--- src/ccd_chain_mem.sv ---
// ----------------------------------------------------------------------------
// ccd_chain_mem
// Chain point store: one write port, one registered read port.
// ----------------------------------------------------------------------------
module ccd_chain_mem #(
  parameter int Depth = 16,
  parameter int Width = 48
) (
  input  logic                     clk_i,
  input  logic                     we_i,
  input  logic [$clog2(Depth)-1:0] waddr_i,
  input  logic [Width-1:0]         wdata_i,
  input  logic [$clog2(Depth)-1:0] raddr_i,
  output logic [Width-1:0]         rdata_o
);

  logic [Width-1:0] mem [Depth];

  always_ff @(posedge clk_i) begin
    if (we_i) begin
      mem[waddr_i] <= wdata_i;
    end
    rdata_o <= mem[raddr_i];
  end

endmodule

--- config.mk ---
export PLATFORM = sky130hd
export DESIGN_NAME = ccd_chain_mem
export DESIGN_NICKNAME = d
export VERILOG_FILES = /design/src/ccd_chain_mem.sv
export SDC_FILE = /design/constraint.sdc
export NUM_CORES = 1
export LEC_CHECK = 0
export BUFFER_PORTS_ARGS = -buffer_cell sky130_fd_sc_hd__buf_4
export CAP_MARGIN = 20
export CORE_UTILIZATION = 60
export DETAILED_ROUTE_END_ITERATION = 10
export PLACE_DENSITY = 0.78
export SLEW_MARGIN = 20
export SYNTH_ARGS = -nofsm -noshare
export SYNTH_HDL_FRONTEND = slang
export SYNTH_SLANG_ARGS = --single-unit
--- constraint.sdc ---
create_clock -name clk_i -period 6.1 [get_ports clk_i]
set_input_delay 1.22 -clock clk_i [delete_from_list [all_inputs] [get_ports clk_i]]
set_output_delay 1.22 -clock clk_i [all_outputs]
set_load 0.01 [all_outputs]
* Word-level counts from Yosys, hierarchy flattened
Memories as Yosys holds them, arrays and structs flattened. A register that Yosys moved wholly into a read port is not among the register bits. Index checks and enable logic that the tools add are counted.
Storage, ports and cells: input bits 58, latch bits 0, bits in writable memories 768, bits in read-only memories 0, memories kept 1, flip-flop bits (word level) 0
Memories:
- mem | words 16, width 48, read ports 1, clocked after Yosys merged registers in 1, write ports 1, line 17 | logic [Width-1:0] mem [Depth];
Cells by class: equal/unequal tests 0, shift operators 0, multiplexer cells 2, divide/modulo/power cells 0, $add $sub $neg 0, multiply operators 0, bitwise operators 0, reductions and logical operators 0, $lt $le $gt $ge 0
Operators with widths (number):
- $mux W1 | 2

* Depth between registers and ports, before layout
depth in word-level cells 2, depth in mapped cells 6

* Least setup slack after synthesis
Ideal clock, no wire load.
kind in2reg, start point input port waddr_i[2], end point memory mem[0][0], enable pin, arrival time 5.011 ns, setup slack 0.576 ns, cell stages on the path 2, cells stage by stage or3b_2 nor3_1
RTL lines:
- start: declaration | line 11 | input logic [$clog2(Depth)-1:0] waddr_i,
- end: declaration | line 17
No word-level cell before the write port.

* Worst setup path in the final report
start point input port waddr_i[2], end point memory mem[1][42], enable pin
No word-level cell before the write port.

==> out/metrics.yaml <==
logic_synthesis:
  yosysTopAreaCellShare_pct: 77.7
  synthTopCellsByCount: "768 x edfxtp_1, 192 x mux4_2, 96 x a22oi_1, 49 x nand2_1, 48 x dfxtp_1"
  yosysMostFrequentCell: "edfxtp_1"
  synth_top_area_cell: "edfxtp_1"
  syn_inst: 1242
  ys_ff_latch: 816
  ys_warn_count: 0
  yosysUniqueCellTypes: 17
  netlist_area_um2: 29700
  synth_fp_nets: 1300
  syn_avg_cell_area_um2: 23.9
  synth_edf_count: 768
  synth-seq-area-share_pct: 80.9
  synth_area_leaders: "edfxtp_1 78%, mux4_2 15%, dfxtp_1 3.2%"
  synth-main-ff-cell: "edfxtp_1"
  async_flop_share_pct: 0
floorplanning:
  dieArea_um2: 50400
  start_util_pct: 60.8
  die_x_um: 224
  die_h_um: 224
  pin_count: 106
  core_area_um2: 48800
  rows: 81
setup_path:
  worst_ep_arrival_time_ns: 3.29
  cpMostUsedCell: "buf_4"
  required_ns: 6.36
  path_cells: "buf_4 -> or3b_2 -> nor2_4 -> buf_4"
  max_stage_delay_ns: 0.85
  start_kind: "input pin"
  worstPathMaxFanout: 28
  criticalPathCategory: "in -> reg"
  cp_slowest_cell: "nor2_4"
  endpoint_kind: "flip-flop"
clock_tree:
  clk_path_buf_depth: 3
  cts_buffers: 81
  cts_root_buf: "clkbuf_16"
  postCtsSetupBuffers: 0
  clock_latency_ns: 0.61
  cts_resized: 0
  cts-hold-fix-buffers: 0
  clock-sinks: 816
  htreeDepth: 3
  tritoncts: "yes"
  clk_pin_slew_ns: 0.06
drt:
  routed_wl_um: 63000
  num_vias: 13663
  drtAntennaViolNets: 0
  drc: 0
  dr.pass1.iters: 5
  avgRoutedWirePerCell_um: 29.6
  drt_iter0_markers: 1551
  vias_per_cell: 6.41
final_layout:
  syn2layout_area_growth_pct: 14.7
  fin_cells: 2130
  layout.nets: 1457
  fillCellCount: 2837
  layout-drive-gt1-share_pct: 31.5
sta:
  clock_skew_ns: 0.0250
  setup_viol: 0
  fmax_mhz: 329
  fin_hold_ws_ns: 0.666
  slew_viol_final: 0
  hold_viol_final: 0
  period_needed_ns: 3.04
  rsz0062_at_grt: "false"
  tns_ns: 0
  relSlewSlack_pct: 25.1
  finalCritPeriodShare_pct: 49.8
  max_slew.worst_pin.slew_ns: 1.12
grt:
  grt_pass1_vias: 14496
  grt_pass1_wl_um: 92800
  antenna_found_initial: 1
  grt_start_max_net_pins: 97
  grt_remaining_overflow: 0
  track_usage_pct: 26.0
placement:
  io_buffers: 105
  dp.cells: 1977
  dp_hpwl_um: 30600
  gp_congestion: 0.731
power:
  leakage_nw: 11.0
  total_power_mw: 11.8
  cellPowerDensity_nw_per_um2: 345
  peakVddDrop_uv: 235
outcome:
  outcome: "finished, final reports clean"
worst_hold_path:
  hold_class: "reg -> reg"
run:
  drv_cap: 0
[sequential cells by signal, summed over array words and instances, names as in the netlist]
name / cells
mem: 768
rdata_o: 48
[metrics by stage]
stage	instance area, um^2	setup slack (ns)	util [%]
after global routing	34100	3.02	69.7
after floorplan	29700	0.576	-
after CTS	34000	3.09	69.6
final	34100	3.06	69.7
after global placement	31400	2.38	64.3
after detailed placement	31400	2.46	64.3
[cells in the final DEF, fill, tap and decap left out]
cell type   count
diode_2         1
clkinv_8        1
buf_6           1
nor3_2          3
buf_16          2
clkinv_2       13
clkbuf_1       24
buf_4         130
edfxtp_1      768
buf_12          2
bufinv_16       6
clkbuf_16      84
nand3_1         1
a22oi_1        96
inv_6           1
nor3_4          1
mux4_2        192
nand2b_1        2
clkbuf_8        5
clkinvlp_4      1
clkinv_4        1
nand2_1        49
nor2b_4         2
nand3b_1        2
nor2_4         13
and2_2          1
buf_8           2
dfxtp_1        48
or3b_2          1
clkinv_1       13
[cell families (layout without fill, tap and decap cells)]
group                  after synthesis  after routing  share of synthesized area [%]
AO/OA/AOI/OAI                       96             96                           2.43
buffers and inverters               63            286                           1.06
flip-flops                         816            816                           80.9
multiplexers                       192            192                           14.6
other                                0              1                              0
AND/OR/NAND/NOR                     75             75                           1.05
[report_power, final]
| group | switching (mW) | internal (mW) | total [mW] |
|---|---|---|---|
| sequential | 0.0470 | 6.27 | 6.32 |
| clock | 2.01 | 2.84 | 4.86 |
| combinational | 0.331 | 0.252 | 0.583 |
| total | 2.39 | 9.36 | 11.8 |
[metal layers]
metal	part of all wire, %	GRT usage [%]	wire [um]
met5	0.019	0	12
met4	3.3	9.28	2050
met3	7.7	4.85	4850
met2	52	44.2	32800
met1	37	34.0	23400
[area by class of cell]
class / count / area, um^2 / share of cell area [%]
Multi-Input combinational cell: 363 / 5500 / 16.1
Clock inverter: 36 / 335 / 0.984
Sequential cell: 816 / 24000 / 70.5
Timing Repair Buffer: 137 / 1110 / 3.27
Clock buffer: 113 / 2260 / 6.64
Tap cell: 664 / 831 / 2.44
Antenna cell: 1 / 2.50 / 0.00735
[critical path, delay by kind of cell]
family | cells | cell delay, ns
AND/OR/NAND/NOR | 2 | 1.45
buffers and inverters | 2 | 0.60
[final timing paths]
check / start / endpoint / slack [ns] / depth (start not counted)
min: mem[15][6]$_DFFE_PP_ / rdata_o[6]$_DFF_P_ / 0.67 / 3
min reg2reg: mem[15][6]$_DFFE_PP_ / rdata_o[6]$_DFF_P_ / 0.67 / 3
max reg2reg: mem[3][38]$_DFFE_PP_ / rdata_o[38]$_DFF_P_ / 4.64 / 3
max: waddr_i[2] / mem[1][42]$_DFFE_PP_ / 3.06 / 4
No activity file was read; power rests on OpenSTA's default activity.
