File: config.mk
export PLATFORM = sky130hd
export DESIGN_NAME = ccd_cordic
export DESIGN_NICKNAME = d
export VERILOG_FILES = /design/src/ccd_pkg.sv /design/src/ccd_cordic.sv
export SDC_FILE = /design/constraint.sdc
export NUM_CORES = 1
export LEC_CHECK = 0
export BUFFER_PORTS_ARGS = -buffer_cell sky130_fd_sc_hd__buf_2
export CELL_PAD_IN_SITES_DETAIL_PLACEMENT = 0
export CELL_PAD_IN_SITES_GLOBAL_PLACEMENT = 1
export CORE_AREA = 2 2 262 264
export DETAILED_ROUTE_END_ITERATION = 16
export DIE_AREA = 0 0 264 266
export PLACE_DENSITY = 0.57
export SLEW_MARGIN = 20
export SYNTH_ARGS = -nofsm -noshare
export SYNTH_HDL_FRONTEND = slang
export SYNTH_SLANG_ARGS = --single-unit
File: constraint.sdc
create_clock -name clk_i -period 6.29 [get_ports clk_i]
set_clock_uncertainty 0.15 [all_clocks]
set_input_delay 0.9435 -clock clk_i [delete_from_list [all_inputs] [get_ports clk_i]]
set_output_delay 0.9435 -clock clk_i [all_outputs]
set_load 0.01 [all_outputs]
File: src/ccd_pkg.sv
// ----------------------------------------------------------------------------
// ccd_pkg
// Shared command codes, config register indices and CORDIC constants for the CCD IK solver.
// ----------------------------------------------------------------------------
package ccd_pkg;

  localparam int CordicSteps = 24;
  localparam int GuardBits   = 4;
  localparam logic [23:0] InvGainQ24 = 24'd10188014;
  localparam logic [31:0] HalfTurn    = 32'h8000_0000;
  localparam logic [31:0] QuarterTurn = 32'h4000_0000;

  localparam logic [1:0] CMD_CLEAR  = 2'd0;
  localparam logic [1:0] CMD_APPEND = 2'd1;
  localparam logic [1:0] CMD_SOLVE  = 2'd2;

  localparam logic REG_TOLERANCE  = 1'b0;
  localparam logic REG_MAX_PASSES = 1'b1;

  // arctan(2^-k) as a binary angle, full turn = 2^32
  function automatic logic [31:0] atan_at(input logic [4:0] k);
    logic [31:0] a;
    case (k)
      5'd0:  a = 32'h20000000;
      5'd1:  a = 32'h12E4051E;
      5'd2:  a = 32'h09FB385B;
      5'd3:  a = 32'h051111D4;
      5'd4:  a = 32'h028B0D43;
      5'd5:  a = 32'h0145D7E1;
      5'd6:  a = 32'h00A2F61E;
      5'd7:  a = 32'h00517C55;
      5'd8:  a = 32'h0028BE53;
      5'd9:  a = 32'h00145F2F;
      5'd10: a = 32'h000A2F98;
      5'd11: a = 32'h000517CC;
      5'd12: a = 32'h00028BE6;
      5'd13: a = 32'h000145F3;
      5'd14: a = 32'h0000A2FA;
      5'd15: a = 32'h0000517D;
      5'd16: a = 32'h000028BE;
      5'd17: a = 32'h0000145F;
      5'd18: a = 32'h00000A30;
      5'd19: a = 32'h00000518;
      5'd20: a = 32'h0000028C;
      5'd21: a = 32'h00000146;
      5'd22: a = 32'h000000A3;
      5'd23: a = 32'h00000051;
      default: a = 32'h0;
    endcase
    return a;
  endfunction

endpackage

File: src/ccd_cordic.sv
// ----------------------------------------------------------------------------
// ccd_cordic
// Iterative CORDIC, one micro-rotation per cycle, vectoring or rotation mode.
// ----------------------------------------------------------------------------
module ccd_cordic #(
  parameter int CoordBits = 24
) (
  input  logic                        clk_i,
  input  logic                        rst_ni,
  input  logic                        start_i,
  input  logic                        vec_i,
  input  logic signed [CoordBits:0]   x_i,
  input  logic signed [CoordBits:0]   y_i,
  input  logic [31:0]                 ang_i,
  output logic                        done_o,
  output logic signed [CoordBits+7:0] x_o,
  output logic signed [CoordBits+7:0] y_o,
  output logic [31:0]                 ang_o
);
  import ccd_pkg::*;

  localparam int CW = CoordBits + 8;

  logic signed [CW-1:0] x_q, x_d, y_q, y_d, xs, ys, xe, ye;
  logic signed [33:0]   z_q, z_d;
  logic [4:0]           k_q, k_d;
  logic                 busy_q, busy_d, done_q, done_d;
  logic                 vec_q, vec_d, zero_q, zero_d;
  logic [31:0]          base_q, base_d, afold;
  logic                 up;

  always_comb begin
    x_d = x_q; y_d = y_q; z_d = z_q; k_d = k_q;
    busy_d = busy_q; done_d = 1'b0;
    vec_d = vec_q; zero_d = zero_q; base_d = base_q;
    xe = CW'(x_i) <<< GuardBits;
    ye = CW'(y_i) <<< GuardBits;
    afold = ang_i + QuarterTurn;
    xs = x_q >>> k_q;
    ys = y_q >>> k_q;
    up = vec_q ? (y_q > 0) : (z_q < 0);
    if (start_i) begin
      busy_d = 1'b1;
      k_d    = '0;
      vec_d  = vec_i;
      zero_d = vec_i && (x_i == '0) && (y_i == '0);
      if (vec_i) begin
        z_d = '0;
        if (x_i < 0) begin
          x_d = -xe; y_d = -ye; base_d = HalfTurn;
        end else begin
          x_d = xe; y_d = ye; base_d = '0;
        end
      end else begin
        base_d = '0;
        if (afold[31]) begin
          x_d = -xe; y_d = -ye;
          z_d = 34'($signed(ang_i + HalfTurn));
        end else begin
          x_d = xe; y_d = ye;
          z_d = 34'($signed(ang_i));
        end
      end
    end else if (busy_q) begin
      if (up) begin
        x_d = x_q + ys; y_d = y_q - xs; z_d = z_q + $signed({2'b00, atan_at(k_q)});
      end else begin
        x_d = x_q - ys; y_d = y_q + xs; z_d = z_q - $signed({2'b00, atan_at(k_q)});
      end
      k_d = k_q + 5'd1;
      if (k_q == 5'(CordicSteps - 1)) begin
        busy_d = 1'b0;
        done_d = 1'b1;
      end
    end
  end

  always_ff @(posedge clk_i or negedge rst_ni) begin
    if (!rst_ni) begin
      busy_q <= 1'b0;
      done_q <= 1'b0;
      k_q    <= '0;
    end else begin
      busy_q <= busy_d;
      done_q <= done_d;
      k_q    <= k_d;
    end
  end

  always_ff @(posedge clk_i) begin
    x_q    <= x_d;
    y_q    <= y_d;
    z_q    <= z_d;
    vec_q  <= vec_d;
    zero_q <= zero_d;
    base_q <= base_d;
  end

  assign done_o = done_q;
  assign x_o    = x_q;
  assign y_o    = y_q;
  assign ang_o  = zero_q ? 32'h0 : base_q + z_q[31:0];

endmodule

Yosys cells after proc, flatten, opt, wreduce, memory -nomap -nowiden --
Memory sizes are Yosys's and may differ from the RTL's. Cells that the tools add are included.
Word-level totals: register bits after elaboration 139, bits in read-only memories 1920, input port bits 86, output and inout port bits 97, logic and storage cells 68, memories kept 2
Cells by class: add/subtract/negate cells 12, order comparisons 3, eq/ne operators 1, shift operators 2, muxes and demuxes 34, reductions and logical operators 5
Memory list:
- (name not given) | words 32, width 30, read ports 1, clocked after Yosys merged registers in 0, write ports 0, RTL line ccd_pkg.sv:23 | case (k)
- (name not given) | words 32, width 30, read ports 1, clocked after Yosys merged registers in 0, write ports 0, RTL line ccd_pkg.sv:23
Operators with widths (number):
- $mux 32 | 20
- $mux 34 | 5
- $add 32x32->32 | 3
- $neg 29->32 | 2
- $sshr 32x5->32 | 2
- $sub 32x32->32 | 2
- $logic_not 25->1 | 2
- $add 34x33->34 | 1
- $lt 34x1->1 const B | 1
- $sub 34x33->34 | 1
- $add 32x31->32 const B | 1
- $add 32x32->32 const B | 1
- $gt 32x1->1 const B | 1
- $lt 25x1->1 const B | 1
- $mux 5 | 2
- $mux 1 | 7
- $add 5x1->5 const B | 1
- $eq 5x5->1 const B | 1
- $logic_and 1x1->1 | 2
- $reduce_bool 2->1 | 1

Depth between registers and ports, before layout --
Gate-level depths: netlist (run 1).
depth after elaboration 9, depth in mapped cells 31, depth with buffers taken out 26

Least setup slack after synthesis (run 1) --
Ideal clock, no wire load.
path type reg-to-reg, from register k_q[0], to register z_q[33] (data pin), setup time 0.262 ns, arrival time 5.982 ns, required time 5.878 ns, setup slack -0.104 ns, cell stages (with the launch flop) 28, buffers on the path 5, period minus slack after synthesis 6.394 ns, cell sequence dfrtp_1 buf_6 buf_4 inv_2 buf_2 buf_1 ha_1 a21oi_1 nor2_1 o32a_1 nor2b_1 nand3_1 nor3_1 and3_1 nor2_1 xor2_1 ha_1 clkbuf_1 and4_1 and4_1 nand4_1 nor3b_1 or3_1 o31a_1 o21a_1 o21bai_1 mux2i_1 nand3_1
On the way: longest elaborated chain between the ends 8, elaborated cells on any way between the ends 13, classes of those cells 2 x add/sub; 9 x mux; 2 x memory
Ends and longest elaborated chain:
- start, declared | RTL line ccd_cordic.sv:26 | logic [4:0] k_q, k_d;
- start signal, assigned | RTL line ccd_cordic.sv:86 | k_q <= k_d;
- $mem_v2 32x30
- $mux 32 | RTL line ccd_cordic.sv:65 | if (up) begin
- $mux 32 | RTL line ccd_cordic.sv:64 | end else if (busy_q) begin
- $mux 32 | RTL line ccd_cordic.sv:42 | if (start_i) begin
- $sub 34x33->34 or $add 34x33->34 (tied branches) | RTL line ccd_cordic.sv:68, ccd_cordic.sv:66
- $mux 34 (*) | RTL line ccd_cordic.sv:65
- $mux 34 (*) | RTL line ccd_cordic.sv:64
- $mux 34 (*) | RTL line ccd_cordic.sv:42
- net z_d[33] | RTL line ccd_cordic.sv:25 | logic signed [33:0] z_q, z_d;
- end signal, assigned | RTL line ccd_cordic.sv:93 | z_q <= z_d;
- end, declared | RTL line ccd_cordic.sv:25
The timed path passes the listed nets; every way through them passes the cells marked *. The select of a mux whose other input is x is not followed. A chain may end at the register's enable or synchronous reset.

Final worst setup path (run 1) --
from register k_q[1], to register x_q[30], in the netlist x_o[30] (data pin)
On the way: longest elaborated chain between the ends 5, elaborated cells on any way between the ends 6, classes of those cells 2 x add/sub; 1 x shift; 3 x mux
Ends and longest elaborated chain:
- $sshr 32x5->32 (*) | RTL line ccd_cordic.sv:40 | ys = y_q >>> k_q;
- $sub 32x32->32 or $add 32x32->32 (tied branches) | RTL line ccd_cordic.sv:68, ccd_cordic.sv:66
- $mux 32 (*) | RTL line ccd_cordic.sv:65
- $mux 32 (*) | RTL line ccd_cordic.sv:64
- $mux 32 (*) | RTL line ccd_cordic.sv:42
- net x_d[30] | RTL line ccd_cordic.sv:24 | logic signed [CW-1:0] x_q, x_d, y_q, y_d, xs, ys, xe, ye;
- end signal, assigned | RTL line ccd_cordic.sv:91 | x_q <= x_d;
- end, declared | RTL line ccd_cordic.sv:24
Marked as above.

==> flow_summary.yaml, run 1 <==
run_status:
  status: "finished clean"
logic_synthesis:
  synth-async-reset-ratio_pct: 6.48
  syn_nets: 2323
  synth_top_family_by_area: "compound AO/OA/AOI/OAI gates"
  synth-main-ff-cell: "edfxtp_1"
  yosysUniqueCellTypes: 95
  netlist_instances: 2120
  synth-simple-area-share_pct: 19.5
  avgSynthCellArea_um2: 8.17
  synth_warnings: 0
  yosysSeqAreaShare_pct: 18.5
  synth_edf_count: 101
  synthAdderAreaFrac_pct: 8.58
  synth_xor_area_share_pct: 10.7
  muxShareOfSynthArea_pct: 14.8
  ys_ff_latch: 108
  syn-cell-area_um2: 17300
  synth-compound-area-share_pct: 23.4
placement:
  dp_hpwl_mm: 65.7
  placed_cell_area_um2: 22200
  io_buffers: 182
  dp_slack_ns: -0.328
  placedCellCount: 3499
  place.gp.congestion: 0.957
sta:
  max_freq_mhz: 163
  slew_headroom_pct: 42.4
  worst_pin_slew_ns: 0.857
  finalHoldViolCount: 0
  worst_slack_ns: 0.165
  finalSetupViolCount: 0
  min_period_over_period_pct: 97.4
  maxSlewViolCount: 0
  fin_crit_ns: 6.12
  grt_setup_unrepaired: "true"
worst_setup_path:
  cp_max_fo: 6
  r2r-end: "x_o[30]"
  critPathKind: "flip-flop to flip-flop"
  r2r-start: "k_q[1]"
  endpoint_kind: "flip-flop"
  worst_ep_arrival_time_ns: 6.13
  worstRegToRegCells: 24
  crit_required_ns: 6.29
  cp-start-kind: "flip-flop"
  reg2reg_slack_ns: 0.17
  worstSetupEndpoint: "x_o[30]"
  startpoint: "k_q[1]"
die:
  die_w_um: 264
  rows: 96
  fp.coreArea_um2: 67700
  die_area_um2: 70200
  die_h_um: 266
  start_util_pct: 25.6
  ios: 183
drt:
  wl_per_cell_um: 22.9
  drc_errors: 0
  drt-total-wl_mm: 81.2
  viasPerCell: 5.35
  antenna_left: 0
  routed-via-count: 18993
  first_pass_iters: 7
  drt_iter0_markers: 1194
grt:
  grt_pass1_vias: 18790
  grt_pass1_wl_mm: 119
  grt_use_total_pct: 22.4
  grt_antenna_before_repair: 3
  grt.overflow.total: 0
  grt_max_degree: 79
run:
  cap_violations: 0
final_layout:
  fin_area_um2: 23400
  final_cells: 3550
  drive_gt1_share_pct: 32.5
  nFillCells: 7132
  fin_util_pct: 34.5
  final_net_count: 2866
  diodes: 0
  syn2layout_area_growth_pct: 35.1
clock_network:
  clk_latency_ns: 0.41
  cts_made_buffers: 9
  cts_tree: "done"
  clk_path_buf_depth: 2
  htreeDepth: 3
  path_clk_slew_ns: 0.09
  cts_hold_buf: 0
  clock-root-buffer: "clkbuf_16"
  cts.sinks: 108
pwr:
  vdd_drop_max_v: 0.000260
  power_density_nw_per_um2: 676
  p_total_w: 0.0158
  leakagePower_nw: 9.99
worst_hold_path:
  hp-class: "input port to asynchronous set/reset pin"
## power by group
| group | internal, W | total [W] | switching [W] | leakage [nW] |
|---|---|---|---|---|
| clock network | 0.000270 | 0.000601 | 0.000332 | 0.130 |
| registers | 0.00136 | 0.00194 | 0.000583 | 1.18 |
| logic | 0.00647 | 0.0133 | 0.00682 | 8.68 |
## worst max-delay path, cell delays in order (launching register included)
cell and delay, ns:
dfrtp_4 0.53, buf_12 0.17, buf_4 0.14, mux4_2 0.54, mux2_2 0.32, a21oi_2 0.19, o21ai_4 0.11, or3b_4 0.40
or3_4 0.41, buf_4 0.16, o21ai_1 0.16, xnor2_1 0.15, ha_1 0.28, buf_4 0.15, a21oi_1 0.14, o21ai_1 0.12
a31o_2 0.26, a31oi_1 0.16, buf_4 0.15, o2111ai_2 0.15, and3_4 0.22, a311o_1 0.37, a21oi_2 0.17, xor2_1 0.18
mux2i_1 0.10
## placed cells by master (no fill, tap or decap), drive strengths merged, types with 7 or more instances in the layout
master | Yosys | layout
buf | 63 | 646
nand2 | 234 | 234
nor2 | 192 | 192
a21oi | 178 | 178
o21ai | 158 | 158
xnor2 | 122 | 122
ha | 114 | 114
edfxtp | 101 | 101
xor2 | 90 | 90
mux4 | 74 | 74
mux2i | 63 | 63
inv | 55 | 57
a21o | 54 | 54
nor2b | 52 | 52
nor3 | 49 | 49
nand3 | 39 | 39
a31oi | 34 | 34
nand2b | 33 | 33
a211oi | 31 | 31
o22ai | 24 | 24
o31ai | 23 | 23
mux2 | 23 | 23
nor4 | 19 | 19
o211ai | 17 | 17
o21a | 16 | 16
clkbuf | 56 | 15
and2 | 14 | 14
or2 | 13 | 13
and3 | 13 | 13
nand4 | 12 | 12
or3 | 10 | 10
o21bai | 9 | 9
a221oi | 9 | 9
nor3b | 8 | 8
a22oi | 7 | 7
a211o | 7 | 7
a41oi | 7 | 7
dfrtp | 7 | 7
## layer usage
| metal | up-vias | part of all wire (%) | global-route usage [%] |
|---|---|---|---|
| li1 | 9016 | - | - |
| met1 | 9394 | 44 | 28.2 |
| met2 | 488 | 50 | 40.1 |
| met3 | 95 | 3.6 | 2.34 |
| met4 | 0 | 2.9 | 7.00 |
| met5 | - | 0 | 0 |
## final cells by class
cell class | instances | area [um^2] | area share (%)
repair buffers | 651 | 4750 | 20.3
clock inverters | 6 | 37.5 | 0.160
well taps | 882 | 1100 | 4.72
clock buffers | 10 | 229 | 0.978
inverters | 56 | 218 | 0.930
multi-input cells | 1837 | 13800 | 59.1
flip-flops and latches | 108 | 3220 | 13.8
## timing repair
| action | CTS | global route |
|---|---|---|
| buffers inserted | 3 | 27 |
| pin swaps | 1 | 40 |
| endpoints found under the setup margin | 10 | 17 |
| gates cloned | 0 | 6 |
| resized for setup | 20 | 106 |
## flip-flops by register name (all words and copies together), names as in the netlist
name,flops
base_q,1
busy_q,1
done_o,1
k_q,5
vec_q,1
x_o,32
y_o,32
z_q,34
zero_q,1
## per-stage QoR
step                TNS (ns)  hold WS [ns]
floorplan                  0         0.411
global placement      -0.990         0.540
detailed placement     -1.30         0.562
CTS                        0         0.228
global route          -0.176         0.232
finish                     0         0.234
## cell families (layout without fill, tap and decap cells)
group / Yosys count / after routing
flops: 108 / 108
fa+ha+maj: 117 / 117
xor+xnor: 212 / 212
mux: 160 / 160
compound gates: 639 / 639
buf+inv: 175 / 723
simple gates: 709 / 709
## cells in the mapped netlist (all sizes together) (23+ instances only)
library cell / instances / area share (%)
nand2: 234 / 5.1
nor2: 192 / 4.2
a21oi: 178 / 5.2
o21ai: 158 / 4.6
xnor2: 122 / 6.2
ha: 114 / 8.2
edfxtp: 101 / 18
xor2: 90 / 4.5
mux4: 74 / 9.7
buf: 63 / 2.1
mux2i: 63 / 3.6
clkbuf: 56 / 1.2
inv: 55 / 1.2
a21o: 54 / 2.3
nor2b: 52 / 1.9
nor3: 49 / 1.5
nand3: 39 / 1.1
a31oi: 34 / 1.3
nand2b: 33 / 1.2
a211oi: 31 / 1.4
o22ai: 24 / 0.87
mux2: 23 / 1.5
o31ai: 23 / 1.0
## worst min-delay path by stage
stage,start,endpoint,slack (ns),cells after the start
2_1_floorplan,k_q[2],k_q[2],0.41,2
3_3_place_gp,z_q[0],z_q[0],0.54,2
3_5_place_dp,z_q[0],z_q[0],0.56,2
4_1_cts,rst_ni,k_q[1],0.23,1
5_1_grt,rst_ni,k_q[2],0.23,1
6_report,rst_ni,k_q[2],0.23,1
(Power assumes the default switching activity.)
==> run 2, diff against run 1 <==
--- a/config.mk
+++ b/config.mk
@@ -5,13 +5,14 @@
 export SDC_FILE = /design/constraint.sdc
 export NUM_CORES = 1
 export LEC_CHECK = 0
-export BUFFER_PORTS_ARGS = -buffer_cell sky130_fd_sc_hd__buf_2
 export CELL_PAD_IN_SITES_DETAIL_PLACEMENT = 0
 export CELL_PAD_IN_SITES_GLOBAL_PLACEMENT = 1
 export CORE_AREA = 2 2 262 264
 export DETAILED_ROUTE_END_ITERATION = 16
 export DIE_AREA = 0 0 264 266
-export PLACE_DENSITY = 0.57
+export DONT_BUFFER_PORTS = 1
+export GPL_TIMING_DRIVEN = 0
+export PLACE_DENSITY = 0.52
 export SLEW_MARGIN = 20
 export SYNTH_ARGS = -nofsm -noshare
 export SYNTH_HDL_FRONTEND = slang
==> constraint.sdc (replaced) <==
create_clock -name clk_i -period 7.45 [get_ports clk_i]
set_clock_uncertainty 0.15 [all_clocks]
set_input_delay 1.1175 -clock clk_i [delete_from_list [all_inputs] [get_ports clk_i]]
set_output_delay 1.1175 -clock clk_i [all_outputs]
set_load 0.01 [all_outputs]
==> flow_summary.yaml, run 2 (synthesis results as in run 1) <==
run_status:
  status: "finished clean"
drt:
  drt_iter0_markers: 1730
  viasPerCell: 5.96
  wl_per_cell_um: 33.5
  drc_errors: 0
  antenna_left: 0
  first_pass_iters: 7
  drt-total-wl_mm: 101
  routed-via-count: 18050
grt:
  grt_max_degree: 48
  grt_pass1_wl_mm: 140
  grt_pass1_vias: 17668
  grt_antenna_before_repair: 4
  grt_use_total_pct: 28.3
  grt.overflow.total: 0
sta:
  max_freq_mhz: 138
  maxSlewViolCount: 0
  slew_headroom_pct: 19.8
  finalSetupViolCount: 0
  grt_setup_unrepaired: "true"
  worst_pin_slew_ns: 1.20
  finalHoldViolCount: 0
  fin_crit_ns: 7.25
  min_period_over_period_pct: 97.3
worst_setup_path:
  worst_ep_arrival_time_ns: 7.26
  worstRegToRegCells: 26
  reg2reg_slack_ns: 0.20
  crit_path_top_delay_cell: "dfrtp_1"
  crit_required_ns: 7.46
  max_stage_delay_ns: 0.46
  worstSetupEndpoint: "z_q[33]"
  cp_max_fo: 13
  endpoint_kind: "flip-flop"
  cp-start-kind: "flip-flop"
  critPathKind: "flip-flop to flip-flop"
  r2r-start: "k_q[0]"
  r2r-end: "z_q[33]"
  startpoint: "k_q[0]"
die:
  fp.coreArea_um2: 67700
  start_util_pct: 25.6
  ios: 183
  die_w_um: 264
  rows: 96
  die_area_um2: 70200
  die_h_um: 266
placement:
  dp_hpwl_mm: 79.5
  place.gp.congestion: 0.966
  io_buffers: 0
  placed_cell_area_um2: 18500
pwr:
  leakagePower_nw: 7.36
  vdd_drop_max_v: 0.000288
  power_density_nw_per_um2: 592
final_layout:
  drive_gt1_share_pct: 12.2
  final_common_cell: "nand2_1"
  largest_reg_flops: 34
  syn2layout_area_growth_pct: 11.3
  fin_area_um2: 19300
  fin_util_pct: 28.5
  layout_common_cells: "nand2_1, nor2_1, a21oi_1"
  largest_register: "z_q"
  final_net_count: 2342
worst_hold_path:
  hp-class: "input port to asynchronous set/reset pin"
run:
  cap_violations: 0
clock_network:
  htreeDepth: 3
  cts_tree: "done"
  path_clk_slew_ns: 0.09
  cts.sinks: 108
  clk_path_buf_depth: 2
  clk_latency_ns: 0.42
  clock-root-buffer: "clkbuf_16"
  cts_hold_buf: 0
  cts_made_buffers: 9
-- run 2: cell types whose count changed in the layout (fill, tap and decap cells not counted), moves of 9 or more --
cell      previous run  this run
clkbuf_4             0         9
o21ai_0            130       142
clkbuf_1             1        32
clkbuf_2             0        18
buf_2              181        19
buf_12              13         0
o21ai_1             24        13
buf_4              443        25
-- run 2: critical path: cells and delay by family, from the launching register on --
family	cells	cell delay [ns]
AO/OA/AOI/OAI	6	1.60
XOR/XNOR	1	0.16
adder cells (fa/ha/maj)	2	0.79
buffers and inverters	5	1.14
flip-flops	1	0.46
multiplexers	1	0.20
AND/OR/NAND/NOR	11	2.44
-- run 2: area by class of cell --
type | instances | area, um^2
Antenna cell | 3 | 7.51
Buffer | 116 | 721
Clock buffer | 9 | 225
Clock inverter | 7 | 83.8
Fill cell | 7358 | 48500
Inverter | 56 | 210
Multi-Input combinational cell | 1837 | 13600
Sequential cell | 108 | 3210
Tap cell | 882 | 1100
Timing Repair Buffer | 11 | 140
-- run 2: power breakdown --
part	total [W]	switching, W	internal, W
logic	0.00875	0.00511	0.00365
clock network	0.000580	0.000312	0.000268
registers	0.00209	0.000945	0.00114
-- run 2: per-layer routing --
layer | vias up | global-route usage [%] | part of all wire, %
met1 | 9042 | 35.5 | 42
met2 | 821 | 46.5 | 46
met3 | 195 | 5.08 | 6.6
met5 | - | 0 | 0
li1 | 7992 | - | -
met4 | 0 | 14.0 | 5.6
-- run 2: worst min path at each step --
stage	end	startpoint	depth (start not counted)	slack, ns
finish	done_o	rst_ni	0	0.24
global route	done_o	rst_ni	0	0.23
CTS	k_q[1]	rst_ni	0	0.22
detailed placement	k_q[2]	k_q[2]	2	0.47
global placement	k_q[2]	k_q[2]	2	0.47
floorplan	k_q[2]	k_q[2]	2	0.41
-- run 2: through the flow --
step | cells | power, W | worst slack (ns) | hold WS, ns | setup TNS (ns)
2_1_floorplan | 2120 | 0.00789 | 1.06 | 0.411 | 0
3_5_place_dp | 3006 | 0.0105 | -1.70 | 0.467 | -30.77
6_report | 3029 | 0.0114 | 0.200 | 0.239 | 0
4_1_cts | 3025 | 0.0112 | 0.0151 | 0.224 | 0
5_1_grt | 3026 | 0.0123 | -0.0170 | 0.225 | -0.0322
3_3_place_gp | 3002 | 0.0105 | -2.10 | 0.471 | -47.72
-- run 2: repair_timing --
item / CTS / global route
pin swaps: 2 / 4
resized for setup: 76 / 47
setup endpoints to repair: 47 / 13
buffers inserted: 4 / 3
==> run 3, diff against run 2 <==
--- a/config.mk
+++ b/config.mk
@@ -5,14 +5,15 @@
 export SDC_FILE = /design/constraint.sdc
 export NUM_CORES = 1
 export LEC_CHECK = 0
+export ABC_AREA = 1
 export CELL_PAD_IN_SITES_DETAIL_PLACEMENT = 0
 export CELL_PAD_IN_SITES_GLOBAL_PLACEMENT = 1
-export CORE_AREA = 2 2 262 264
+export CORE_AREA = 2 2 267 269
 export DETAILED_ROUTE_END_ITERATION = 16
-export DIE_AREA = 0 0 264 266
+export DIE_AREA = 0 0 269 271
 export DONT_BUFFER_PORTS = 1
 export GPL_TIMING_DRIVEN = 0
-export PLACE_DENSITY = 0.52
+export PLACE_DENSITY = 0.55
 export SLEW_MARGIN = 20
 export SYNTH_ARGS = -nofsm -noshare
 export SYNTH_HDL_FRONTEND = slang
==> flow_summary.yaml, run 3 <==
worst_setup_path:
  max_stage_delay_ns: 0.55
  crit_path_top_delay_cell: "o21ai_0"
  critPathKind: "flip-flop to flip-flop"
  endpoint_kind: "flip-flop"
  cpMostUsedCell: "nand2_1"
  worst_ep_arrival_time_ns: 6.90
  cp_max_fo: 13
  crit_required_ns: 7.47
  cp-start-kind: "flip-flop"
logic_synthesis:
  syn_nets: 3262
  synth_area_leaders: "nand2_1, edfxtp_1, nand3_1"
  avgSynthCellArea_um2: 5.88
  synth-main-ff-cell: "edfxtp_1"
  synth_edf_count: 101
  synth-async-reset-ratio_pct: 6.48
  yosysMostFrequentCell: "nand2_1"
  netlist_instances: 3059
  synth_top_area_cell: "nand2_1"
  yosysUniqueCellTypes: 64
  yosys-top-cells-count: "nand2_1, nand3_1, inv_1"
  synth_top_area_share_pct: 18.6
  yosysSeqAreaShare_pct: 17.8
  syn-cell-area_um2: 18000
  ys_ff_latch: 108
  synth_warnings: 0
clock_network:
  cts_made_buffers: 9
  cts_hold_buf: 0
  path_clk_slew_ns: 0.09
  clk_latency_ns: 0.42
  clk_path_buf_depth: 2
  cts_tree: "done"
  clock-root-buffer: "clkbuf_16"
  htreeDepth: 3
  cts_resized: 0
  post_cts_buffers: 0
  cts.sinks: 108
final_layout:
  fin_util_pct: 27.9
  nFillCells: 8005
  largest_reg_flops: 34
  largest_register: "z_q"
  layout_common_cells: "nand2_1, nand3_1, inv_1"
  final_common_cell: "nand2_1"
  drive_gt1_share_pct: 6.11
  syn2layout_area_growth_pct: 8.31
  final_net_count: 3274
die:
  fp.coreArea_um2: 69800
  die_area_um2: 72900
  die_h_um: 271
  start_util_pct: 25.8
  ios: 183
  rows: 97
  die_w_um: 269
run:
  cap_violations: 0
grt:
  grt_antenna_before_repair: 3
  grt_pass1_wl_mm: 143
  grt_pass1_vias: 20359
  grt_use_total_pct: 27.3
  grt_max_degree: 56
  grt.overflow.total: 0
sta:
  finalSetupViolCount: 0
  max_freq_mhz: 145
  finalHoldViolCount: 0
  min_period_over_period_pct: 92.4
  worst_slack_ns: 0.569
  slew_headroom_pct: 23.0
  fin_crit_ns: 6.88
  setup_tns_ns: 0
  grt_setup_unrepaired: "false"
  worst_pin_slew_ns: 1.14
  maxSlewViolCount: 0
  holdWs_ns: 0.241
pwr:
  vdd_drop_max_v: 0.000195
  power_density_nw_per_um2: 584
  seqPwrFrac_pct: 16.6
  leakagePower_nw: 9.59
  swShare_pct: 62.8
  p_int_w: 0.00423
  power_frac_clock_pct: 4.6
  p_comb_share_pct: 78.8
  p_total_w: 0.0114
  switchingPower_w: 0.00715
placement:
  io_buffers: 0
  dp_slack_ns: 0.776
  dp_hpwl_mm: 84.4
  place.gp.congestion: 0.946
drt:
  wl_per_cell_um: 25.1
  drc_errors: 0
  drt-total-wl_mm: 101
  antenna_left: 0
  drt_iter0_markers: 2004
  routed-via-count: 21158
  first_pass_iters: 6
  viasPerCell: 5.27
run_status:
  status: "finished clean"
worst_hold_path:
  hp-class: "input port to asynchronous set/reset pin"
run 3: cell types whose count changed in the layout (fill, tap and decap cells not counted), moves of 72 or more:
cell     previous run  this run
xnor2_1           122        46
nand3_1            39       372
nor2_1            188       296
inv_1              51       349
mux4_2             72         0
nand2_1           232       893
run 3: layer usage:
metal / global-route usage [%] / up-vias / wire length (um)
met5: 0 / - / 35
met4: 9.43 / 2 / 3460
met3: 4.71 / 118 / 6690
met2: 42.3 / 753 / 44100
met1: 37.7 / 10104 / 46400
li1: - / 10181 / -
run 3: cell families (layout without fill, tap and decap cells):
kind of cell             count (synthesis)  in the layout  share of synthesized area (%)
flip-flops                             108            108                           17.8
AND/OR/NAND/NOR                       1738           1738                           41.7
other                                    0              1                              0
AO/OA/AOI/OAI                          500            500                           16.0
adder cells (fa/ha/maj)                117            117                           8.26
buffers and inverters                  485            502                           10.9
multiplexers                             2              2                          0.118
XOR/XNOR                               109            109                           5.30
run 3: per-stage QoR:
step	cells	area (um^2)
global placement	3999	19200
CTS	4016	19500
global route	4016	19500
detailed placement	4000	19200
finish	4017	19500
floorplan	3059	18000
run 3: worst max-delay path, delay by kind of cell (launching register included):
family / cells / cell delay (ns)
AOI/OAI and AO/OA: 5 / 1.59
buffers and inverters: 9 / 1.28
xor gates and xnor gates: 1 / 0.16
and+or+nand+nor: 15 / 2.01
adders and majority gates: 3 / 0.93
DFF: 1 / 0.53
run 3: path summary, 6_finish.rpt:
path	start	endpoint	slack, ns	depth (start not counted)
max	k_q[1]	z_q[29]	0.57	33
min	rst_ni	done_o	0.24	0
max reg2reg	k_q[1]	z_q[29]	0.57	33
min reg2reg	k_q[2]	k_q[2]	0.48	2
max in group asynchronous	rst_ni	k_q[2]	6.84	0
min in group clk_i	k_q[2]	k_q[2]	0.48	2
run 3: power groups by stage:
stage / Sequential (W) / Combinational [W] / Clock (W)
floorplan: 0.00142 / 0.00633 / 0
global placement: 0.00190 / 0.00882 / 0
detailed placement: 0.00190 / 0.00878 / 0
CTS: 0.00188 / 0.00884 / 0.000543
global route: 0.00191 / 0.0100 / 0.000557
finish: 0.00189 / 0.00897 / 0.000528
run 3: area by class of cell:
class                   count  area (um^2)  area share [%]
multi-input cells        2466        12800            65.8
flip-flops and latches    108         3210            16.5
inverters                 373         1410            7.22
well taps                 940         1180            6.03
plain buffers             112          562            2.88
clock buffers              10          229            1.17
clock inverters             6         46.3           0.237
repair buffers              1         27.5           0.141
diodes                      1         2.50          0.0128
